<file path="src/sv/edf_pkg.sv">
// Package: register map, field widths and reset values for the EDF priority ranker.
package edf_pkg;

  localparam int NUM_PERIOD_REGS = 4;
  localparam int CNT_W           = 3;
  localparam int PERIOD_W        = 16;
  localparam int NOW_W           = 16;
  localparam int RANK_W          = 2;
  localparam int TIDX_W          = 2;
  localparam int PRIO_W          = 3;
  localparam int CFG_IDX_W       = 3;
  localparam int CFG_DATA_W      = 16;

  typedef logic [CFG_IDX_W-1:0] cfg_idx_t;

  localparam cfg_idx_t REG_TASK_COUNT = 3'd0;
  localparam cfg_idx_t REG_PERIOD0    = 3'd1;
  localparam cfg_idx_t REG_PERIOD3    = 3'd4;

  localparam logic [CNT_W-1:0] TASK_COUNT_RESET = 3'd3;

  typedef logic [PERIOD_W-1:0] period_t;

  localparam period_t PERIOD_RESET [NUM_PERIOD_REGS] = '{
    16'd350, 16'd280, 16'd250, 16'd1000
  };

endpackage

</file>
<file path="src/sv/edf_priority_ranker_core.sv">
// EDF priority ranker: bit-serial modulo per task, odd-even sort, ranked result stream.
//
//   channel | direction | handshake            | payload
//   in      | input     | in_valid / in_stall  | in_now
//   out     | output    | out_valid / out_stall| rank, task_index, priority_res,
//           |           |                      | time_to_deadline, last
//   cfg     | input     | cfg_valid / cfg_ready| cfg_index, cfg_data
//
// A request passes through the restoring modulo unit, which retires one bit of now per
// cycle and visits the n tasks in turn, and then through the odd-even sort before its
// first result; results follow one per cycle while out_stall is low.
// rst_n is synchronous; it clears control state and reloads the register defaults.
// in_stall is high from acceptance until the last result is loaded into the output
// register; out_stall only holds the output register.
module edf_priority_ranker_core #(
  parameter int MAX_TASKS = 4,
  parameter int TICK_BITS = 16
) (
  input  logic                           clk,
  input  logic                           rst_n,
  input  logic                           in_valid,
  output logic                           in_stall,
  input  logic [edf_pkg::NOW_W-1:0]      in_now,
  output logic                           out_valid,
  input  logic                           out_stall,
  output logic [edf_pkg::RANK_W-1:0]     out_rank,
  output logic [edf_pkg::TIDX_W-1:0]     out_task_index,
  output logic [edf_pkg::PRIO_W-1:0]     out_priority_res,
  output logic [edf_pkg::PERIOD_W-1:0]   out_time_to_deadline,
  output logic                           out_last,
  input  logic                           cfg_valid,
  output logic                           cfg_ready,
  input  logic [edf_pkg::CFG_IDX_W-1:0]  cfg_index,
  input  logic [edf_pkg::CFG_DATA_W-1:0] cfg_data
);
  import edf_pkg::*;

  localparam int SLOTS = (MAX_TASKS < NUM_PERIOD_REGS) ? MAX_TASKS : NUM_PERIOD_REGS;
  localparam int SW    = (SLOTS > 1) ? $clog2(SLOTS) : 1;
  localparam int NB    = (TICK_BITS < NOW_W) ? TICK_BITS : NOW_W;
  localparam int BC_W  = $clog2(NB);
  localparam int PIDX_W = $clog2(NUM_PERIOD_REGS);

  localparam logic [CNT_W-1:0] SLOTS_C    = CNT_W'(SLOTS);
  localparam logic [SW-1:0]    LAST_ROUND = SW'(SLOTS - 1);
  localparam logic [BC_W-1:0]  LAST_BIT   = BC_W'(NB - 1);

  typedef enum logic [1:0] {S_IDLE, S_MOD, S_SORT, S_OUT} state_t;

  state_t                state_r;
  logic [CNT_W-1:0]      task_count_r;
  period_t               period_r [NUM_PERIOD_REGS];
  logic [CNT_W-1:0]      n_r;
  logic [NB-1:0]         now_r;
  logic [NB-1:0]         now_sh_r;
  logic [PERIOD_W-1:0]   rem_r;
  logic [BC_W-1:0]       bit_r;
  logic [SW-1:0]         task_r;
  logic [SW-1:0]         round_r;
  logic [SW-1:0]         slot_r;
  logic [PERIOD_W-1:0]   dl_r  [SLOTS];
  logic [TIDX_W-1:0]     ord_r [SLOTS];

  logic                  out_valid_r;
  logic [RANK_W-1:0]     out_rank_r;
  logic [TIDX_W-1:0]     out_tidx_r;
  logic [PRIO_W-1:0]     out_prio_r;
  logic [PERIOD_W-1:0]   out_ttd_r;
  logic                  out_last_r;

  logic [CNT_W-1:0]      n_eff;
  logic [PERIOD_W:0]     pz;
  logic [PERIOD_W:0]     rem_sh;
  logic                  rem_ge;
  logic [PERIOD_W-1:0]   rem_new;
  logic [PERIOD_W-1:0]   dl_new;
  logic                  task_last;
  logic                  slot_last;
  logic                  out_free;

  always_comb begin
    if (task_count_r == '0) begin
      n_eff = CNT_W'(1);
    end else if (task_count_r > SLOTS_C) begin
      n_eff = SLOTS_C;
    end else begin
      n_eff = task_count_r;
    end
  end

  // restoring modulo step: one bit of now per cycle
  always_comb begin
    pz      = {1'b0, period_r[PIDX_W'(task_r)]};
    if (pz == '0) begin
      pz = (PERIOD_W+1)'(1);
    end
    rem_sh  = {rem_r, now_sh_r[NB-1]};
    rem_ge  = (rem_sh >= pz);
    rem_new = rem_ge ? PERIOD_W'(rem_sh - pz) : PERIOD_W'(rem_sh);
    dl_new  = PERIOD_W'(pz - {1'b0, rem_new});
  end

  assign task_last = ({{(CNT_W-SW){1'b0}}, task_r} == n_r - CNT_W'(1));
  assign slot_last = ({{(CNT_W-SW){1'b0}}, slot_r} == n_r - CNT_W'(1));
  assign out_free  = !out_valid_r || !out_stall;

  always_ff @(posedge clk) begin
    if (!rst_n) begin
      state_r      <= S_IDLE;
      out_valid_r  <= 1'b0;
      task_count_r <= TASK_COUNT_RESET;
      for (int k = 0; k < NUM_PERIOD_REGS; k++) begin
        period_r[k] <= PERIOD_RESET[k];
      end
    end else begin
      if (cfg_valid) begin
        if (cfg_index == REG_TASK_COUNT) begin
          task_count_r <= CNT_W'(cfg_data);
        end else if (cfg_index >= REG_PERIOD0 && cfg_index <= REG_PERIOD3) begin
          period_r[PIDX_W'(cfg_index - REG_PERIOD0)] <= PERIOD_W'(cfg_data);
        end
      end

      if (out_valid_r && !out_stall && state_r != S_OUT) begin
        out_valid_r <= 1'b0;
      end

      unique case (state_r)
        S_IDLE: begin
          if (in_valid) begin
            n_r      <= n_eff;
            now_r    <= in_now[NB-1:0];
            now_sh_r <= in_now[NB-1:0];
            rem_r    <= '0;
            bit_r    <= '0;
            task_r   <= '0;
            state_r  <= S_MOD;
          end
        end
        S_MOD: begin
          if (bit_r == LAST_BIT) begin
            dl_r[task_r]  <= dl_new;
            ord_r[task_r] <= TIDX_W'(task_r);
            now_sh_r      <= now_r;
            rem_r         <= '0;
            bit_r         <= '0;
            task_r        <= task_r + SW'(1);
            if (task_last) begin
              round_r <= '0;
              state_r <= S_SORT;
            end
          end else begin
            now_sh_r <= {now_sh_r[NB-2:0], 1'b0};
            rem_r    <= rem_new;
            bit_r    <= bit_r + BC_W'(1);
          end
        end
        S_SORT: begin
          // odd-even transposition; swap only on strictly greater keeps ties stable
          for (int j = 0; j < SLOTS - 1; j++) begin
            if ((j % 2) == int'(round_r[0]) && CNT_W'(j + 1) < n_r &&
                dl_r[j] > dl_r[j+1]) begin
              dl_r[j]    <= dl_r[j+1];
              dl_r[j+1]  <= dl_r[j];
              ord_r[j]   <= ord_r[j+1];
              ord_r[j+1] <= ord_r[j];
            end
          end
          round_r <= round_r + SW'(1);
          if (round_r == LAST_ROUND) begin
            slot_r  <= '0;
            state_r <= S_OUT;
          end
        end
        S_OUT: begin
          if (out_free) begin
            out_valid_r <= 1'b1;
            out_rank_r  <= RANK_W'(slot_r);
            out_tidx_r  <= ord_r[slot_r];
            out_prio_r  <= PRIO_W'(n_r - CNT_W'(slot_r));
            out_ttd_r   <= dl_r[slot_r];
            out_last_r  <= slot_last;
            slot_r      <= slot_r + SW'(1);
            if (slot_last) begin
              state_r <= S_IDLE;
            end
          end
        end
        default: state_r <= S_IDLE;
      endcase
    end
  end

  assign in_stall             = (state_r != S_IDLE);
  assign cfg_ready            = 1'b1;
  assign out_valid            = out_valid_r;
  assign out_rank             = out_rank_r;
  assign out_task_index       = out_tidx_r;
  assign out_priority_res     = out_prio_r;
  assign out_time_to_deadline = out_ttd_r;
  assign out_last             = out_last_r;

`ifndef SYNTHESIS
  a_rem_below_period: assert property (@(posedge clk) disable iff (!rst_n)
    state_r == S_MOD |-> {1'b0, rem_r} < pz)
    else $error("modulo remainder not below period");

  a_accept_starts_mod: assert property (@(posedge clk) disable iff (!rst_n)
    in_valid && !in_stall |=> state_r == S_MOD)
    else $error("accepted request did not start modulo");

  a_slot_in_range: assert property (@(posedge clk) disable iff (!rst_n)
    state_r == S_OUT |-> {{(CNT_W-SW){1'b0}}, slot_r} < n_r)
    else $error("output slot beyond task count");

  a_prio_nonzero: assert property (@(posedge clk) disable iff (!rst_n)
    out_valid_r |-> out_prio_r != '0)
    else $error("zero priority emitted");
`endif

endmodule
</file>
<file path="config.mk">
export PLATFORM = sky130hd
export DESIGN_NAME = edf_priority_ranker_core
export DESIGN_NICKNAME = d
export VERILOG_FILES = /design/src/sv/edf_pkg.sv /design/src/sv/edf_priority_ranker_core.sv
export SDC_FILE = /design/constraint.sdc
export NUM_CORES = 1
export LEC_CHECK = 0
export BUFFER_PORTS_ARGS = -buffer_cell sky130_fd_sc_hd__clkbuf_2
export CAP_MARGIN = 20
export CELL_PAD_IN_SITES_DETAIL_PLACEMENT = 0
export CELL_PAD_IN_SITES_GLOBAL_PLACEMENT = 1
export CORE_MARGIN = 4
export CORE_UTILIZATION = 40
export DETAILED_ROUTE_END_ITERATION = 10
export HOLD_SLACK_MARGIN = 0.08
export PLACE_DENSITY_LB_ADDON = 0.1
export SLEW_MARGIN = 25
export SYNTH_ARGS = -nofsm -noshare
export SYNTH_HDL_FRONTEND = slang
export SYNTH_SLANG_ARGS = --single-unit
</file>
<file path="constraint.sdc">
create_clock -name clk -period 14.5 [get_ports clk]
set_input_delay 1.45 -clock clk [delete_from_list [all_inputs] [get_ports clk]]
set_output_delay 1.45 -clock clk [all_outputs]
set_load 0.005 [all_outputs]
</file>
==> flow_summary.ini <==
[worst_setup_path]
cp_data_arrival_time_ps = 7100
setup.worst_path.start_class = flop
crit_type = flop to flop
crit_fanout = 20
end_kind = flop
ff2ff_setup_slack_ps = 7670
critical_path_required_ps = 14770

[logic_synthesis]
synth_edf_count = 221
avgSynthCellArea_sq_um = 11.38
yosysTopAreaCell = edfxtp_1
synthCells = 1184
ys_seq_elements = 229
yosysSeqAreaShare = 0.5044
synth_fp_nets = 1317
synth_area_leaders = edfxtp_1 49%, ha_1 8.4%, mux4_2 5.7%, o21ai_0 3.0%, inv_1 3.0%
async_reset_ff_frac = 0
synth_top_cell_area_share = 0.4925
synth_cell_types = 71
synthesis.area_sq_um = 13480
yosys_warnings = 0
ys_dominant_reg_cell = edfxtp_1

[cts]
clock_latency_ps = 550
cts-root-buf = clkbuf_16
ctsHoldBuffers = 0
clkSinkCount = 229
cts_setup_buffers = 0
cts_tree = yes
cts.clk_slew.worst_paths_ps = 60
cts_resized = 0
cts_made_buffers = 27
clockBufferDepth = 3
htree_levels = 1

[finish]
multiInputGateArea_sq_um = 6143
seq_area_sq_um = 6798
finalInstanceArea_sq_um = 15210
drive_above_1_share = 0.1534
final_cells = 1713
areaGrowthSynthToFinish_pct = 12.88
fillers = 3114
nets = 1383
diodes = 0

[sta]
whs_ps = 500.4
final-setup-viol-count = 0
fin_tns_setup_ps = 0
hold_violations = 0
drv_slew = 0
worstMarginPinSlew_ps = 932.8
period_needed_ps = 6827
fin_crit_sh = 0.4708
max_freq_mhz = 146.5
fin_skew_ps = 18.04
slew_headroom = 0.3768
rsz0062_at_grt = false

[pwr]
max-vdd-ir-drop_uv = 114.5
p_sw_frac = 0.4072
p_int_mw = 2.259
p_clk_frac = 0.176
p_seq_frac = 0.279
p_leak_nw = 5.975
power_density_nw_per_um2 = 250.5
pwr-share-comb = 0.545
p_sw_mw = 1.551

[grt]
grtUsageTotal = 0.1926
grt_use_met3 = 0.02940
grt_max_degree = 49
grt_pass1_vias = 9290
grtUsageMet1 = 0.2745
antenna_found_initial = 0
use_met2 = 0.3127
grt_overflow = 0
grt_pass1_wl_um = 54640
grt.busiest_layer = met2

[status]
outcome = finished clean

[detailed_routing]
drt-pass1-iter-count = 5
vias = 9193
vias_per_cell = 5.367
routedWlPerCell_um = 20.35
wl_um = 34850
drc = 0
ant_nets = 0
drtIter0Drc = 593

[place]
placed_area_sq_um = 14340
gp_congestion = 0.8577
dp_cells = 1663
dp_hpwl_um = 25170
placement.io_buffers = 65

[floorplanning]
dieArea_sq_um = 36690
start_util = 0.4100
fp.dieW_um = 191.5
fp.dieH_um = 191.5
io_pins = 67
core_sq_um = 32870
rows = 66

[worst_hold_path]
hp-class = flop to flop

[run]
maxCapViolations = 0
[layout make-up]
cell class,count,area share
Clock buffer,38,0.04911
Clock inverter,12,0.008308
Inverter,108,0.02665
Multi-Input combinational cell,804,0.4039
Sequential cell,229,0.4469
Tap cell,442,0.03636
Timing Repair Buffer,80,0.02879
[metal layers]
metal  share of wire  vias to the layer above
li1                -                     4512
met1            0.46                     4417
met2            0.47                      218
met3           0.050                       46
met4           0.018                        0
met5               0                        -
[cell usage in the layout, fill, tap and decap left out, types with 11 or more instances in the layout]
cell type | Yosys | routed
mux2i_1 | 29 | 29
nor2b_1 | 11 | 11
xnor2_1 | 24 | 24
nor2_1 | 94 | 93
inv_1 | 106 | 106
xor2_1 | 11 | 11
mux4_2 | 34 | 34
a21o_1 | 18 | 18
a21oi_1 | 67 | 66
nand4_1 | 14 | 14
nor3_1 | 15 | 15
o21ai_0 | 81 | 78
or3_1 | 23 | 23
nand2_1 | 67 | 66
ha_1 | 90 | 90
clkbuf_2 | 0 | 65
and2_1 | 50 | 50
clkbuf_16 | 0 | 27
nand2b_1 | 11 | 11
buf_4 | 1 | 15
edfxtp_1 | 221 | 221
a22oi_1 | 19 | 19
nand3_1 | 19 | 19
[cells in the mapped netlist, types with 14 or more instances]
master,number
edfxtp_1,221
inv_1,106
nor2_1,94
ha_1,90
o21ai_0,81
a21oi_1,67
nand2_1,67
and2_1,50
clkbuf_1,36
mux4_2,34
mux2i_1,29
xnor2_1,24
or3_1,23
a22oi_1,19
nand3_1,19
a21o_1,18
nor3_1,15
nand4_1,14
[worst max-delay path, stage by stage (launching register included)]
cell	delay, ps
dfxtp_2	700
mux4_2	650
inv_1	150
nand4_1	100
nor4_1	290
a31o_2	260
ha_1	200
nand2b_1	140
a21oi_1	110
o2111a_2	310
o31ai_4	370
nand2_2	410
o21ai_0	480
inv_1	120
fa_1	470
nor2b_1	120
o21ai_0	80
nand2b_1	100
nand2_1	70
a31oi_1	250
o2111ai_2	180
a221oi_2	320
or2_4	190
a311oi_2	110
xor2_2	250
o31ai_1	100
[cell families after synthesis]
group,Yosys count,share of synthesized area
flops,229,0.5044
compound gates,266,0.1268
mux,72,0.08839
other cells,1,0.0002783
xor+xnor,36,0.02396
fa+ha+maj,93,0.08802
buf+inv,151,0.04308
simple gates,336,0.1251
[flip-flops by register name (all words and copies together) (netlist names), 2 cells and up, named ones only]
signal                count
n_r                       3
dl_r                     64
out_rank                  2
task_count_r              3
out_priority_res          3
period_r                 64
state_r                   2
task_r                    2
now_sh_r                 16
out_time_to_deadline     16
rem_r                    16
round_r                   2
bit_r                     4
out_task_index            2
slot_r                    2
now_r                    16
ord_r                     8
[power by group through the flow]
stage | Clock, mW | Sequential [mW] | Combinational, mW
after detailed placement | 0 | 1.08 | 2.08
after floorplan | 0 | 1.05 | 1.59
after global placement | 0 | 1.08 | 2.07
after CTS | 0.690 | 1.07 | 2.09
final | 0.671 | 1.06 | 2.08
after global routing | 0.720 | 1.07 | 2.32
[stage by stage]
step / worst slack [ps] / util / total power [mW]
floorplan: 8560 / - / 2.637
global placement: 7405 / 0.4361 / 3.143
detailed placement: 7641 / 0.4362 / 3.162
CTS: 7614 / 0.4628 / 3.849
global route: 7047 / 0.4628 / 4.119
finish: 7674 / 0.4628 / 3.810
[path summary, 6_finish.rpt]
check                                startpoint               to  cells after the start
worst min register to register  task_count_r[1]  task_count_r[1]                      2
worst max register to register             flop      dl_r[1][14]                     25
worst max-delay path                       flop      dl_r[1][14]                     25
worst min-delay path            task_count_r[1]  task_count_r[1]                      2
Note: power is estimated with default switching activity, not from simulation.
